==> src/rtl/pshc_pkg.sv <==
// shared types and constants for the ptc sensor pid heater controller
// no dependencies
`timescale 1ns / 1ps
`default_nettype none

package pshc_pkg;

  localparam int ADC_FULL_SCALE_DEF     = 4095;
  localparam int OPEN_SENSOR_LEVEL_DEF  = 3000;
  localparam int DUTY_FULL_SCALE_DEF    = 1000;
  localparam int GAIN_FRACTION_BITS_DEF = 8;

  localparam int ADC_W        = 12;
  localparam int TEMP_W       = 11;
  localparam int TEMP_BITS    = 10;
  localparam int DUTY_W       = 10;
  localparam int GAIN_W       = 16;
  localparam int SET_W        = 10;
  localparam int OFFSET_W     = 17;
  localparam int CFG_DATA_W   = 17;
  localparam int CFG_INDEX_W  = 3;
  localparam int ERR_W        = 12;
  localparam int DERR_W       = 13;
  localparam int ESUM_W       = 18;

  localparam int SLOPE_FRAC_BITS = 8;
  localparam int TEMP_MAX        = 1023;
  localparam int OPEN_DUTY       = 200;

  typedef enum logic [CFG_INDEX_W-1:0] {
    REG_SET_TEMPERATURE   = 3'd0,
    REG_PROP_GAIN         = 3'd1,
    REG_INTEG_GAIN        = 3'd2,
    REG_DERIV_GAIN        = 3'd3,
    REG_INTEGRAL_LIMIT    = 3'd4,
    REG_REF_RESISTANCE    = 3'd5,
    REG_RESISTANCE_OFFSET = 3'd6,
    REG_SLOPE_RECIP       = 3'd7
  } reg_index_t;

  typedef struct packed {
    logic start;
    logic clear;
  } mac_ctrl_t;

endpackage

`default_nettype wire

==> src/rtl/pshc_div.sv <==
// bit-serial restoring divider, one quotient bit per cycle
// no dependencies
`timescale 1ns / 1ps
`default_nettype none

module pshc_div #(
  parameter int NUM_W = 28,
  parameter int DEN_W = 12
) (
  input  wire logic             clk,
  input  wire logic             rst,
  input  wire logic             start,
  input  wire logic [NUM_W-1:0] num,
  input  wire logic [DEN_W-1:0] den,
  output logic                  done,
  output logic [NUM_W-1:0]      quo
);

  localparam int CNT_W = (NUM_W > 1) ? $clog2(NUM_W) : 1;

  logic             busy;
  logic [CNT_W-1:0] cnt;
  logic [DEN_W-1:0] rem;
  logic [DEN_W-1:0] den_q;
  logic [DEN_W:0]   trial;
  logic             fits;

  assign trial = {rem, quo[NUM_W-1]};
  assign fits  = trial >= {1'b0, den_q};

  always_ff @(posedge clk) begin
    if (rst) begin
      busy <= 1'b0;
      done <= 1'b0;
      cnt  <= '0;
    end else begin
      done <= 1'b0;
      if (start) begin
        busy <= 1'b1;
        cnt  <= '0;
      end else if (busy) begin
        cnt <= cnt + 1'b1;
        if (cnt == CNT_W'(NUM_W - 1)) begin
          busy <= 1'b0;
          done <= 1'b1;
        end
      end
    end
  end

  always_ff @(posedge clk) begin
    if (start) begin
      rem   <= '0;
      quo   <= num;
      den_q <= den;
    end else if (busy) begin
      if (fits) begin
        rem <= DEN_W'(trial - {1'b0, den_q});
      end else begin
        rem <= DEN_W'(trial);
      end
      quo <= {quo[NUM_W-2:0], fits};
    end
  end

endmodule

`default_nettype wire

==> src/rtl/pshc_mac.sv <==
// serial shift-add multiply-accumulate, one multiplier bit per cycle
// depends on pshc_pkg
`timescale 1ns / 1ps
`default_nettype none

module pshc_mac #(
  parameter int MCAND_W = 29,
  parameter int MPLR_W  = 16,
  parameter int ACC_W   = 47
) (
  input  wire logic                      clk,
  input  wire logic                      rst,
  input  wire pshc_pkg::mac_ctrl_t       ctrl,
  input  wire logic signed [MCAND_W-1:0] mcand,
  input  wire logic [MPLR_W-1:0]         mplr,
  output logic                           done,
  output logic signed [ACC_W-1:0]        acc
);

  localparam int CNT_W = (MPLR_W > 1) ? $clog2(MPLR_W) : 1;

  logic                    busy;
  logic [CNT_W-1:0]        cnt;
  logic signed [ACC_W-1:0] mc_sh;
  logic [MPLR_W-1:0]       mp_sh;

  always_ff @(posedge clk) begin
    if (rst) begin
      busy <= 1'b0;
      done <= 1'b0;
      cnt  <= '0;
    end else begin
      done <= 1'b0;
      if (ctrl.start) begin
        busy <= 1'b1;
        cnt  <= '0;
      end else if (busy) begin
        cnt <= cnt + 1'b1;
        if (cnt == CNT_W'(MPLR_W - 1)) begin
          busy <= 1'b0;
          done <= 1'b1;
        end
      end
    end
  end

  always_ff @(posedge clk) begin
    if (ctrl.start) begin
      if (ctrl.clear) begin
        acc <= '0;
      end
      mc_sh <= ACC_W'(mcand);
      mp_sh <= mplr;
    end else if (busy) begin
      if (mp_sh[0]) begin
        acc <= acc + mc_sh;
      end
      mc_sh <= mc_sh <<< 1;
      mp_sh <= mp_sh >> 1;
    end
  end

endmodule

`default_nettype wire

==> src/rtl/ptc_sensor_pid_heater_control_unit.sv <==
// ptc heater sensor reading and pid duty control, one word in, one word out
// open sensor words go straight to the output word; other words use the serial divider (one quotient
// bit a cycle, skipped at adc full scale) and the shared serial multiplier
// one word at a time; the next is taken once the last reaches the output register, held on m_tready
// reset: registers take their documented reset values, error sum and last error clear to zero
// depends on pshc_pkg, pshc_div, pshc_mac
`timescale 1ns / 1ps
`default_nettype none

module ptc_sensor_pid_heater_control_unit #(
  parameter int ADC_FULL_SCALE     = pshc_pkg::ADC_FULL_SCALE_DEF,
  parameter int OPEN_SENSOR_LEVEL  = pshc_pkg::OPEN_SENSOR_LEVEL_DEF,
  parameter int DUTY_FULL_SCALE    = pshc_pkg::DUTY_FULL_SCALE_DEF,
  parameter int GAIN_FRACTION_BITS = pshc_pkg::GAIN_FRACTION_BITS_DEF
) (
  input  wire logic        clk,
  input  wire logic        rst,
  input  wire logic        s_tvalid,
  output logic             s_tready,
  input  wire logic [15:0] s_tdata,    // adc_sample
  output logic             m_tvalid,
  input  wire logic        m_tready,
  output logic [23:0]      m_tdata,    // temperature, duty
  output logic             m_tuser,    // sensor_present
  input  wire logic        cfg_valid,
  output logic             cfg_ready,
  input  wire logic [pshc_pkg::CFG_INDEX_W-1:0] cfg_index,
  input  wire logic [pshc_pkg::CFG_DATA_W-1:0]  cfg_data
);

  localparam int FULL_W  = $clog2(ADC_FULL_SCALE + 1);
  localparam int NUM_W   = pshc_pkg::GAIN_W + FULL_W;
  localparam int MCAND_W = NUM_W + 1;
  localparam int ACC_W   = MCAND_W + pshc_pkg::GAIN_W + 2;
  localparam int OPEN_DUTY_EFF = (pshc_pkg::OPEN_DUTY < DUTY_FULL_SCALE) ?
                                 pshc_pkg::OPEN_DUTY : DUTY_FULL_SCALE;
  localparam int SAT_LSB = pshc_pkg::SLOPE_FRAC_BITS + pshc_pkg::TEMP_BITS;

  typedef enum logic [8:0] {
    ST_IDLE   = 9'b000000001,
    ST_DIV    = 9'b000000010,
    ST_MULT_T = 9'b000000100,
    ST_ERR    = 9'b000001000,
    ST_MAC_P  = 9'b000010000,
    ST_MAC_I  = 9'b000100000,
    ST_MAC_D  = 9'b001000000,
    ST_DUTY   = 9'b010000000,
    ST_OUT    = 9'b100000000
  } state_t;

  state_t state;

  logic [pshc_pkg::SET_W-1:0]    set_temperature;
  logic [pshc_pkg::GAIN_W-1:0]   prop_gain;
  logic [pshc_pkg::GAIN_W-1:0]   integ_gain;
  logic [pshc_pkg::GAIN_W-1:0]   deriv_gain;
  logic [pshc_pkg::GAIN_W-1:0]   integral_limit;
  logic [pshc_pkg::GAIN_W-1:0]   ref_resistance;
  logic [pshc_pkg::OFFSET_W-1:0] resistance_offset;
  logic [pshc_pkg::GAIN_W-1:0]   slope_recip;

  logic signed [pshc_pkg::ESUM_W-1:0] error_sum;
  logic signed [pshc_pkg::ERR_W-1:0]  last_error;

  logic [NUM_W-1:0]                    num_q;
  logic [FULL_W-1:0]                   den_q;
  logic                                div_start;
  logic                                div_done;
  logic [NUM_W-1:0]                    quo;
  logic [NUM_W-1:0]                    d_q;
  logic signed [pshc_pkg::TEMP_W-1:0]  temp_q;
  logic [pshc_pkg::DUTY_W-1:0]         duty_q;
  logic                                present_q;
  logic signed [pshc_pkg::ERR_W-1:0]   err_q;
  logic signed [pshc_pkg::DERR_W-1:0]  derr_q;

  pshc_pkg::mac_ctrl_t          mac_ctrl;
  logic signed [MCAND_W-1:0]    mcand;
  logic [pshc_pkg::GAIN_W-1:0]  mplr;
  logic                         mac_done;
  logic signed [ACC_W-1:0]      acc;
  logic [ACC_W-1:0]             acc_u;
  logic [ACC_W-1:0]             duty_shift;
  logic [ACC_W-1:0]             duty_sel;

  logic signed [pshc_pkg::ERR_W-1:0]  err;
  logic signed [pshc_pkg::ESUM_W:0]   esum_raw;
  logic signed [pshc_pkg::ESUM_W:0]   lim_pos;
  logic signed [pshc_pkg::ESUM_W:0]   lim_neg;
  logic signed [pshc_pkg::ESUM_W-1:0] esum_next;

  logic [signed'(pshc_pkg::TEMP_W)-1:0] out_temp;
  logic [pshc_pkg::DUTY_W-1:0]          out_duty;
  logic                                 out_present;

  assign cfg_ready = 1'b1;
  assign s_tready  = (state == ST_IDLE);
  assign m_tdata   = {3'b000, out_duty, out_temp};
  assign m_tuser   = out_present;

  // error, integral clamp
  assign err      = $signed({2'b00, set_temperature}) -
                    $signed({2'b00, temp_q[pshc_pkg::TEMP_BITS-1:0]});
  assign esum_raw = (pshc_pkg::ESUM_W + 1)'(error_sum) + (pshc_pkg::ESUM_W + 1)'(err);
  assign lim_pos  = $signed({3'b000, integral_limit});
  assign lim_neg  = -lim_pos;

  always_comb begin
    if (esum_raw > lim_pos) begin
      esum_next = pshc_pkg::ESUM_W'(lim_pos);
    end else if (esum_raw < lim_neg) begin
      esum_next = pshc_pkg::ESUM_W'(lim_neg);
    end else begin
      esum_next = pshc_pkg::ESUM_W'(esum_raw);
    end
  end

  // duty from the pid sum
  assign acc_u      = acc;
  assign duty_shift = acc_u >> GAIN_FRACTION_BITS;
  assign duty_sel   = (duty_shift > ACC_W'(DUTY_FULL_SCALE)) ?
                      ACC_W'(DUTY_FULL_SCALE) : duty_shift;

  // multiplier operand select
  always_comb begin
    case (state)
      ST_MULT_T: begin
        mcand = $signed({1'b0, d_q});
        mplr  = slope_recip;
      end
      ST_MAC_P: begin
        mcand = MCAND_W'(err_q);
        mplr  = prop_gain;
      end
      ST_MAC_I: begin
        mcand = MCAND_W'(error_sum);
        mplr  = integ_gain;
      end
      ST_MAC_D: begin
        mcand = MCAND_W'(derr_q);
        mplr  = deriv_gain;
      end
      default: begin
        mcand = '0;
        mplr  = '0;
      end
    endcase
  end

  always_ff @(posedge clk) begin
    if (rst) begin
      set_temperature   <= pshc_pkg::SET_W'(300);
      prop_gain         <= '0;
      integ_gain        <= '0;
      deriv_gain        <= '0;
      integral_limit    <= pshc_pkg::GAIN_W'(1000);
      ref_resistance    <= pshc_pkg::GAIN_W'(1000);
      resistance_offset <= pshc_pkg::OFFSET_W'(1000);
      slope_recip       <= pshc_pkg::GAIN_W'(256);
    end else if (cfg_valid && cfg_ready) begin
      case (pshc_pkg::reg_index_t'(cfg_index))
        pshc_pkg::REG_SET_TEMPERATURE:   set_temperature   <= cfg_data[pshc_pkg::SET_W-1:0];
        pshc_pkg::REG_PROP_GAIN:         prop_gain         <= cfg_data[pshc_pkg::GAIN_W-1:0];
        pshc_pkg::REG_INTEG_GAIN:        integ_gain        <= cfg_data[pshc_pkg::GAIN_W-1:0];
        pshc_pkg::REG_DERIV_GAIN:        deriv_gain        <= cfg_data[pshc_pkg::GAIN_W-1:0];
        pshc_pkg::REG_INTEGRAL_LIMIT:    integral_limit    <= cfg_data[pshc_pkg::GAIN_W-1:0];
        pshc_pkg::REG_REF_RESISTANCE:    ref_resistance    <= cfg_data[pshc_pkg::GAIN_W-1:0];
        pshc_pkg::REG_RESISTANCE_OFFSET: resistance_offset <= cfg_data;
        pshc_pkg::REG_SLOPE_RECIP:       slope_recip       <= cfg_data[pshc_pkg::GAIN_W-1:0];
        default: ;
      endcase
    end
  end

  always_ff @(posedge clk) begin
    if (rst) begin
      state      <= ST_IDLE;
      m_tvalid   <= 1'b0;
      div_start  <= 1'b0;
      mac_ctrl   <= '0;
      error_sum  <= '0;
      last_error <= '0;
    end else begin
      div_start <= 1'b0;
      mac_ctrl  <= '0;
      if (m_tvalid && m_tready) begin
        m_tvalid <= 1'b0;
      end
      case (state)
        ST_IDLE: begin
          if (s_tvalid) begin
            if (32'(s_tdata[pshc_pkg::ADC_W-1:0]) >= 32'(OPEN_SENSOR_LEVEL)) begin
              temp_q    <= '1;
              present_q <= 1'b0;
              duty_q    <= pshc_pkg::DUTY_W'(OPEN_DUTY_EFF);
              state     <= ST_OUT;
            end else if (32'(s_tdata[pshc_pkg::ADC_W-1:0]) >= 32'(ADC_FULL_SCALE)) begin
              temp_q    <= pshc_pkg::TEMP_W'(pshc_pkg::TEMP_MAX);
              present_q <= 1'b1;
              state     <= ST_ERR;
            end else begin
              num_q     <= NUM_W'(ref_resistance) * NUM_W'(ADC_FULL_SCALE);
              den_q     <= FULL_W'(ADC_FULL_SCALE) -
                           FULL_W'(s_tdata[pshc_pkg::ADC_W-1:0]);
              present_q <= 1'b1;
              div_start <= 1'b1;
              state     <= ST_DIV;
            end
          end
        end
        ST_DIV: begin
          if (div_done) begin
            if (quo <= NUM_W'(resistance_offset)) begin
              temp_q <= '0;
              state  <= ST_ERR;
            end else begin
              d_q            <= quo - NUM_W'(resistance_offset);
              mac_ctrl.start <= 1'b1;
              mac_ctrl.clear <= 1'b1;
              state          <= ST_MULT_T;
            end
          end
        end
        ST_MULT_T: begin
          if (mac_done) begin
            if (acc_u[ACC_W-1:SAT_LSB] != '0) begin
              temp_q <= pshc_pkg::TEMP_W'(pshc_pkg::TEMP_MAX);
            end else begin
              temp_q <= $signed({1'b0, acc_u[SAT_LSB-1:pshc_pkg::SLOPE_FRAC_BITS]});
            end
            state <= ST_ERR;
          end
        end
        ST_ERR: begin
          err_q          <= err;
          derr_q         <= pshc_pkg::DERR_W'(err) - pshc_pkg::DERR_W'(last_error);
          error_sum      <= esum_next;
          last_error     <= err;
          mac_ctrl.start <= 1'b1;
          mac_ctrl.clear <= 1'b1;
          state          <= ST_MAC_P;
        end
        ST_MAC_P: begin
          if (mac_done) begin
            mac_ctrl.start <= 1'b1;
            state          <= ST_MAC_I;
          end
        end
        ST_MAC_I: begin
          if (mac_done) begin
            mac_ctrl.start <= 1'b1;
            state          <= ST_MAC_D;
          end
        end
        ST_MAC_D: begin
          if (mac_done) begin
            state <= ST_DUTY;
          end
        end
        ST_DUTY: begin
          if (acc_u[ACC_W-1] || acc_u == '0) begin
            duty_q <= '0;
          end else begin
            duty_q <= duty_sel[pshc_pkg::DUTY_W-1:0];
          end
          state <= ST_OUT;
        end
        ST_OUT: begin
          if (!m_tvalid || m_tready) begin
            m_tvalid <= 1'b1;
            state    <= ST_IDLE;
          end
        end
        default: begin
          state <= ST_IDLE;
        end
      endcase
    end
  end

  // output word register
  always_ff @(posedge clk) begin
    if (state == ST_OUT && (!m_tvalid || m_tready)) begin
      out_temp    <= temp_q;
      out_duty    <= duty_q;
      out_present <= present_q;
    end
  end

  pshc_div #(
    .NUM_W (NUM_W),
    .DEN_W (FULL_W)
  ) u_div (
    .clk   (clk),
    .rst   (rst),
    .start (div_start),
    .num   (num_q),
    .den   (den_q),
    .done  (div_done),
    .quo   (quo)
  );

  pshc_mac #(
    .MCAND_W (MCAND_W),
    .MPLR_W  (pshc_pkg::GAIN_W),
    .ACC_W   (ACC_W)
  ) u_mac (
    .clk   (clk),
    .rst   (rst),
    .ctrl  (mac_ctrl),
    .mcand (mcand),
    .mplr  (mplr),
    .done  (mac_done),
    .acc   (acc)
  );

endmodule

`default_nettype wire

==> config.mk <==
export PLATFORM = sky130hd
export DESIGN_NAME = ptc_sensor_pid_heater_control_unit
export DESIGN_NICKNAME = d
export VERILOG_FILES = /design/src/rtl/pshc_pkg.sv /design/src/rtl/pshc_div.sv /design/src/rtl/pshc_mac.sv /design/src/rtl/ptc_sensor_pid_heater_control_unit.sv
export SDC_FILE = /design/constraint.sdc
export NUM_CORES = 1
export LEC_CHECK = 0
export ABC_AREA = 1
export BUFFER_PORTS_ARGS = -buffer_cell sky130_fd_sc_hd__buf_4
export CAP_MARGIN = 20
export CORE_MARGIN = 4
export CORE_UTILIZATION = 50
export CTS_BUF_LIST = sky130_fd_sc_hd__clkbuf_4 sky130_fd_sc_hd__clkbuf_8
export CTS_CLUSTER_SIZE = 12
export DETAILED_ROUTE_END_ITERATION = 12
export GPL_ROUTABILITY_DRIVEN = 0
export PLACE_DENSITY = 0.66
export SLEW_MARGIN = 10
export SYNTH_ARGS = -nofsm -noshare
export SYNTH_HDL_FRONTEND = slang
export SYNTH_SLANG_ARGS = --single-unit
==> constraint.sdc <==
create_clock -name clk -period 6.8 [get_ports clk]
set_input_delay 0.34 -clock clk [delete_from_list [all_inputs] [get_ports clk]]
set_output_delay 0.34 -clock clk [all_outputs]
set_load 0.005 [all_outputs]
==> flow_summary.yaml, run 1 <==
timing:
  rsz0062_at_grt: "no"
  fmax_mhz: 164
  hold_violations: 0
  worstMarginPinSlew_ns: 1.08
  clock_skew_ns: 0.0554
  slew_headroom: 0.273
  drv_slew: 0
  period_share: 0.898
  setup_viol: 0
  setup_tns_ns: 0
  fin_crit_ns: 6.11
routing:
  via_per_inst: 5.52
  first_pass_iters: 7
  antenna_left: 0
  first_iter_violations: 1710
  wirelength_um: 76600
  drc_errors: 0
  num_vias: 23600
  wl_per_cell_um: 17.9
critical_path:
  max_stage_delay_ns: 0.39
  cp.required_ns: 7.35
  endpoint_kind: "register"
  crit_type: "register to register"
  cpMaxStageDelayCell: "fa_1"
  arrival_ns: 6.65
  worstPathMaxFanout: 14
  start_kind: "register"
placement:
  portBuffers: 60
  hpwl_um: 56200
  place_area_mm2: 0.0302
die:
  core_area_mm2: 0.0576
  ios: 69
  initial_utilization: 0.504
  dieWidth_um: 249
  die_area_mm2: 0.0620
  fp-row-count: 88
  die-height_um: 249
flow_run:
  max_cap_viol_count: 0
yosys:
  synthCells: 3357
  syn_area_mm2: 0.0290
  synthTopCellsByArea: "edfxtp_1 (29%), dfxtp_1 (13%), ha_1 (9.0%), nand2_1 (7.4%), fa_1 (7.2%)"
  yosys_warnings: 0
  synth_ff_type: "edfxtp_1"
  synth_seq_cells: 475
  synth_most_common_cell: "nand2_1"
  synth_edf_count: 285
  synth.distinct_cells: 61
  netlist.area_leader.share: 0.295
  syn_avg_cell_area_um2: 8.65
  yosysTopAreaCell: "edfxtp_1"
  synthTopCellsByCount: "nand2_1 (571), inv_1 (441), nor2_1 (327)"
  synth_sequential_area_ratio: 0.426
  async_flop_share: 0
layout:
  multiInputGateArea_mm2: 0.0146
  fillers: 5142
  design_area_mm2: 0.0322
  finalNetCount: 3799
  drive_above_1_share: 0.0772
  regArea_mm2: 0.0124
  area_growth_pct: 11.0
power:
  peakVddDrop_mv: 0.332
  powerDensity_mw_per_mm2: 293
  power_leakage_nw: 14.0
clock_tree:
  cts_buffer_depth: 3
  clock_latency_ns: 0.68
  clock-sinks: 475
  cts_max_level: 3
  clk_pin_slew_ns: 0.06
  cts_buffers: 82
  cts_root_buf: "clkbuf_8"
  tritoncts: "built"
grt:
  overflow: 0
  grt_pass1_vias: 23200
  grt_pass1_wl_um: 123000
  grt_max_degree: 109
  antenna_found_initial: 1
  grtUsageTotal: 0.244
hold_path:
  hp-class: "input port to register"
status:
  outcome: "finished, final reports clean"
## cell families (layout without fill, tap and decap cells)
group           Yosys count  in the layout  share of synthesized area
simple gates           1144           1144                      0.163
compound gates          768            768                      0.146
buf+inv                 555            708                     0.0731
flops                   475            475                      0.426
fa+ha+maj               312            312                      0.161
xor+xnor                101            101                     0.0307
other cells               2              5                   0.000259
## report_power, final
group	internal (W)	switching (W)
Combinational	0.00118	0.00196
Clock	0.00153	0.00122
Sequential	0.00345	0.000108
Total	0.00616	0.00329
## metal layers
layer,up-vias,global-route usage,routed length (um)
met5,-,0,0
met4,0,0.102,2990
met3,175,0.0483,5420
met2,720,0.398,35400
met1,11200,0.319,32800
li1,11500,-,-
## cells in the final DEF (no fill, tap or decap), drive strengths merged, types with 19 or more instances in the layout
cell type / count
a21oi: 317
a221oi: 21
a31oi: 19
buf: 87
clkbuf: 116
clkinv: 30
dfxtp: 190
dlygate4sd3: 21
edfxtp: 285
fa: 104
ha: 208
inv: 446
nand2: 579
nand3: 147
nand4: 23
nor2: 330
nor3: 35
nor4: 19
o211ai: 19
o21a: 21
o21ai: 316
xnor2: 27
xor2: 74
## worst max-delay path, delay by kind of cell (launching register included)
| kind | cells | cell delay [ns] |
|---|---|---|
| DFF | 1 | 0.30 |
| AOI/OAI and AO/OA | 10 | 1.62 |
| buffers and inverters | 10 | 0.92 |
| and+or+nand+nor | 18 | 1.98 |
| adders and majority gates | 4 | 1.11 |
## final timing paths
path / startpoint / endpoint / slack (ns) / depth (start not counted)
worst min register to register: den_q[9] / u_div.den_q[9] / 0.42 / 0
worst max register to register: set_temperature[0] / error_sum[6] / 0.69 / 42
worst min-delay path: cfg_data[6] / deriv_gain[6] / 0.05 / 3
worst max-delay path: set_temperature[0] / error_sum[6] / 0.69 / 42
## flip-flops by register name, indices dropped and copies added, names as in the netlist, 17 cells and up
| register | cells |
|---|---|
| d_q | 28 |
| error_sum | 18 |
| num_q | 28 |
| resistance_offset | 17 |
| u_div.quo | 28 |
| u_mac.acc | 47 |
| u_mac.mc_sh | 47 |
## per-stage QoR
stage	utilization	worst slack [ns]	hold slack (ns)	cells	total power, W
6_report	0.560	0.692	0.0544	4278	0.00945
5_1_grt	0.560	0.143	0.0474	4278	0.0101
4_1_cts	0.559	0.197	0.000128	4272	0.00951
3_5_place_dp	0.525	0.244	0.405	4101	0.00673
3_3_place_gp	0.525	0.501	0.406	4100	0.00665
2_1_floorplan	-	1.14	0.400	3359	0.00590
## final cells by class
class	instances	area share
Multi-Input combinational cell	2329	0.453
Sequential cell	475	0.384
Inverter	449	0.0525
Clock buffer	116	0.0449
Tap cell	765	0.0297
Timing Repair Buffer	108	0.0276
Clock inverter	34	0.00870
Timing Repair inverter	1	0.000233
Antenna cell	1	0.0000776
## timing repair
item,in CTS,in global routing
gates resized for setup,0,3
endpoints found under the setup margin,0,12
setup buffers,0,3
hold endpoints to repair,33,0
hold buffers,21,0
Power figures use the tool's default switching activity.
==> inputs of run 2 (changes only) <==
- GPL_TIMING_DRIVEN: not set -> 0
==> run 2 against run 1 <==
Hold slack gained 0.015 ns. Total power grew 1.1%. Non-clock buffer count grew 92. Wire length grew 5.3%. Core utilization grew 0.73 points. Sequential cell count is the same. Design area grew 1.3%.
==> flow_summary.yaml, run 2 (synthesis gave the netlist of run 1 again) <==
grt:
  grtUsageTotal: 0.257
  antenna_found_initial: 1
  overflow: 0
  grt_pass1_vias: 22800
  grt_max_degree: 64
  grt_pass1_wl_um: 126000
routing:
  first_iter_violations: 1930
  via_per_inst: 5.44
  num_vias: 23800
  antenna_left: 0
  drc_errors: 0
  first_pass_iters: 5
  wl_per_cell_um: 18.5
  wirelength_um: 80700
power:
  p_total_w: 0.00955
  seqPwrFrac: 0.373
  peakVddDrop_mv: 0.402
  internal-power_w: 0.00623
  combPwrFrac: 0.331
  switching_share: 0.348
  power_leakage_nw: 14.1
  switchingPower_w: 0.00332
  power.clock.fraction: 0.296
  powerDensity_mw_per_mm2: 293
timing:
  drv_slew: 0
  slew_headroom: 0.286
  rsz0062_at_grt: "no"
  period_share: 0.915
  fmax_mhz: 161
  clock_skew_ns: 0.0439
  setup_viol: 0
  worstMarginPinSlew_ns: 1.06
  hold_violations: 0
  fin_crit_ns: 6.22
  setup_tns_ns: 0
  final.setup.worst_slack_ns: 0.580
die:
  die_area_mm2: 0.0620
  core_area_mm2: 0.0576
  ios: 69
  dieWidth_um: 249
  die-height_um: 249
  fp-row-count: 88
  initial_utilization: 0.504
status:
  outcome: "finished, final reports clean"
critical_path:
  rr_startpoint: "temp_q[0]"
  r2r_slack_ns: 0.58
  crit_type: "register to register"
  cpMostUsedCell: "nand2_1"
  worstPathMaxFanout: 10
  rr_endpoint: "error_sum[15]"
  r2r_cells: 40
  endpoint: "error_sum[15]"
  startpoint: "temp_q[0]"
  cpMaxStageDelayCell: "edfxtp_1"
  arrival_ns: 6.77
  max_stage_delay_ns: 0.46
  endpoint_kind: "register"
  cp.required_ns: 7.35
  start_kind: "register"
hold_path:
  hp-class: "input port to register"
clock_tree:
  cts_buffers: 83
  clk_pin_slew_ns: 0.07
  clock_latency_ns: 0.70
  cts_root_buf: "clkbuf_8"
  clock-sinks: 475
  cts_buffer_depth: 3
  tritoncts: "built"
  cts_max_level: 3
layout:
  area_growth_pct: 12.5
  regArea_mm2: 0.0124
  largestRegisters: "u_mac.acc (47), u_mac.mc_sh (47)"
  design_area_mm2: 0.0327
  fillers: 5307
  finalNetCount: 3892
  layout_common_cells: "nand2_1 (571), inv_1 (440), nor2_1 (322)"
  layout_commonest_cell: "nand2_1"
  drive_above_1_share: 0.0774
  layoutNonFillerInstCount: 4372
  multiInputGateArea_mm2: 0.0146
placement:
  place_area_mm2: 0.0306
  portBuffers: 54
  place_inst: 4189
  hpwl_um: 62100
  pre_cts_ws_ns: -0.230
flow_run:
  max_cap_viol_count: 0
-- run 2: cell types whose count changed in the layout (fill, tap and decap cells not counted), sizes merged --
cell	previous run	this run
buf	87	85
clkinv	30	22
inv	446	451
nor2	330	331
dlygate4sd3	21	23
clkbuf	116	212
-- run 2: metal layers --
layer  GRT usage  routed length [um]
met1       0.343               34500
met2       0.415               36900
met3      0.0532                6420
met4      0.0963                2890
met5           0                   0
-- run 2: power groups by stage --
stage               clock network (W)  logic, W  registers [W]
detailed placement                  0   0.00315        0.00362
global placement                    0   0.00309        0.00363
floorplan                           0   0.00232        0.00358
CTS                           0.00288   0.00318        0.00356
global route                  0.00300   0.00362        0.00358
finish                        0.00283   0.00316        0.00356
-- run 2: what timing repair did --
| action | CTS | global route |
|---|---|---|
| hold buffers | 23 | 0 |
| pin swaps | 0 | 2 |
| gates resized for setup | 2 | 11 |
| setup buffers | 0 | 6 |
| hold endpoints to repair | 37 | 0 |
| gates cloned | 0 | 1 |
| endpoints found under the setup margin | 18 | 18 |
-- run 2: worst min-delay path by stage --
stage | from | endpoint | slack, ns | depth (start not counted)
after floorplan | present_q | m_tuser | 0.40 | 0
after global placement | temp_q[10] | out_temp[10] | 0.40 | 0
after detailed placement | duty_q[1] | out_duty[1] | 0.40 | 0
after CTS | cfg_data[0] | prop_gain[0] | 0.006 | 3
after global routing | cfg_data[0] | deriv_gain[0] | 0.04 | 3
final | cfg_data[0] | prop_gain[0] | 0.07 | 3
-- run 2: worst max-delay path: cells and delay by family (launching register included) --
kind	cells	cell delay (ns)
AOI/OAI and AO/OA	9	1.36
DFF	1	0.46
and+or+nand+nor	16	1.68
buffers and inverters	10	1.05
adders and majority gates	4	1.31
xor gates and xnor gates	1	0.21
-- run 2: metrics by stage --
step | utilization | hold WS [ns]
floorplan | - | 0.400
global placement | 0.528 | 0.402
detailed placement | 0.531 | 0.405
CTS | 0.566 | 0.00579
global route | 0.567 | 0.0422
finish | 0.567 | 0.0692
-- run 2: cell type report --
cell class,count,area share
diodes,1,0.0000766
inverters,449,0.0517
plain buffers,106,0.0135
well taps,765,0.0293
clock buffers,120,0.0458
flip-flops and latches,475,0.379
repair buffers,94,0.0244
clock inverters,32,0.00877
multi-input cells,2330,0.448
==> inputs of run 3 (changes only) <==
- MAX_ROUTING_LAYER: not set -> met4
==> run 3 against run 2 <==
Combinational power is essentially flat. Design area is the same. Via count grew 0.13%. Count of clock-buffer cells in the layout is the same. Critical endpoint unchanged. Worst setup slack lost 0.0039 ns. Sequential cell count is the same. Maximum frequency is essentially flat. Global-route usage grew 0.77 points. Register-to-register slack is essentially flat.
==> flow_summary.yaml, run 3 (synthesis gave the netlist of run 1 again) <==
layout:
  finalNetCount: 3892
  layout_commonest_cell: "nand2_1"
  largestRegisters: "u_mac.acc (47), u_mac.mc_sh (47)"
  drive_above_1_share: 0.0774
  area_growth_pct: 12.5
  layout_common_cells: "nand2_1 (571), inv_1 (440), nor2_1 (322)"
routing:
  antenna_left: 0
  num_vias: 23800
  drc_errors: 0
  first_iter_violations: 1943
  via_per_inst: 5.45
  wl_per_cell_um: 18.5
  wirelength_um: 80700
  first_pass_iters: 5
grt:
  grt_max_degree: 64
  grtUsageTotal: 0.264
  grt_pass1_wl_um: 126000
  antenna_found_initial: 1
  grt_pass1_vias: 22800
  overflow: 0
critical_path:
  startpoint: "temp_q[0]"
  start_kind: "register"
  max_stage_delay_ns: 0.47
  crit_type: "register to register"
  crit_family: "simple AND/OR/NAND/NOR gates"
  cpMostUsedCell: "nand2_1"
  arrival_ns: 6.78
  cpMaxStageDelayCell: "edfxtp_1"
  worstPathMaxFanout: 10
  endpoint_kind: "register"
  cp.required_ns: 7.36
  rr_startpoint: "temp_q[0]"
  critPathBufInv: 10
timing:
  period_share: 0.915
  fmax_mhz: 161
  slew_headroom: 0.303
  worstMarginPinSlew_ns: 1.04
  setup_viol: 0
  hold_violations: 0
  clock_skew_ns: 0.0409
  drv_slew: 0
  rsz0062_at_grt: "no"
  fin_crit_ns: 6.22
  final.setup.worst_slack_ns: 0.576
flow_run:
  max_cap_viol_count: 0
power:
  peakVddDrop_mv: 0.408
  power_leakage_nw: 14.1
  powerDensity_mw_per_mm2: 293
  p_total_w: 0.00956
die:
  die_area_mm2: 0.0620
  core_area_mm2: 0.0576
  fp-row-count: 88
  dieWidth_um: 249
  ios: 69
  initial_utilization: 0.504
  die-height_um: 249
placement:
  pre_cts_ws_ns: -0.230
  portBuffers: 54
  hpwl_um: 62100
clock_tree:
  clk_pin_slew_ns: 0.07
  cts_root_buf: "clkbuf_8"
  clock_latency_ns: 0.70
  cts_buffer_depth: 3
  cts_max_level: 3
  cts_buffers: 83
  clock-sinks: 475
  tritoncts: "built"
hold_path:
  min_from: "cfg_data[0]"
  hp-class: "input port to register"
status:
  outcome: "finished, final reports clean"
[run 3: power breakdown]
part           switching [W]  internal [W]
Clock                0.00125       0.00158
Combinational        0.00196       0.00121
Sequential          0.000119       0.00345
[run 3: per-stage QoR]
step,cells,area [um2],setup TNS [ns],utilization,hold WS (ns)
global route,4372,32700,0,0.567,0.0405
global placement,4178,30400,-49.05,0.528,0.402
finish,4372,32700,0,0.567,0.0651
floorplan,3359,29000,0,-,0.400
CTS,4364,32600,0,0.566,0.00579
detailed placement,4189,30600,-2.94,0.531,0.405
[run 3: layout make-up]
| cell class | instances | area [um2] |
|---|---|---|
| Antenna cell | 1 | 2.50 |
| Buffer | 106 | 440 |
| Clock buffer | 120 | 1500 |
| Clock inverter | 32 | 287 |
| Fill cell | 5307 | 24900 |
| Inverter | 449 | 1690 |
| Multi-Input combinational cell | 2330 | 14600 |
| Sequential cell | 475 | 12400 |
| Tap cell | 765 | 957 |
| Timing Repair Buffer | 94 | 796 |
[run 3: per-layer routing]
metal | vias to the layer above | GRT usage | part of all wire
met4 | 0 | 0.0967 | 0.036
met5 | - | - | 0
met1 | 11200 | 0.345 | 0.43
met3 | 168 | 0.0505 | 0.074
met2 | 739 | 0.415 | 0.46
li1 | 11700 | - | -
[run 3: worst paths after layout]
path                            slack, ns                   end  depth (start not counted)
worst max-delay path                 0.58         error_sum[15]                         40
worst min-delay path                 0.07  resistance_offset[0]                          3
worst max register to register       0.58         error_sum[15]                         40
worst min register to register       0.41          out_temp[10]                          0
[run 3: tightest hold or removal path: stages]
cell and delay, ns:
buf_4 0.18, nor2_1 0.11, nor2_1 0.05
[run 3: timing repair]
action	4_1_cts	5_1_grt
hold buffers	23	0
gates cloned	0	1
setup endpoints to repair	18	18
endpoints found under the hold margin	37	0
pin swaps	0	2
buffers inserted	0	6
resized for setup	2	11
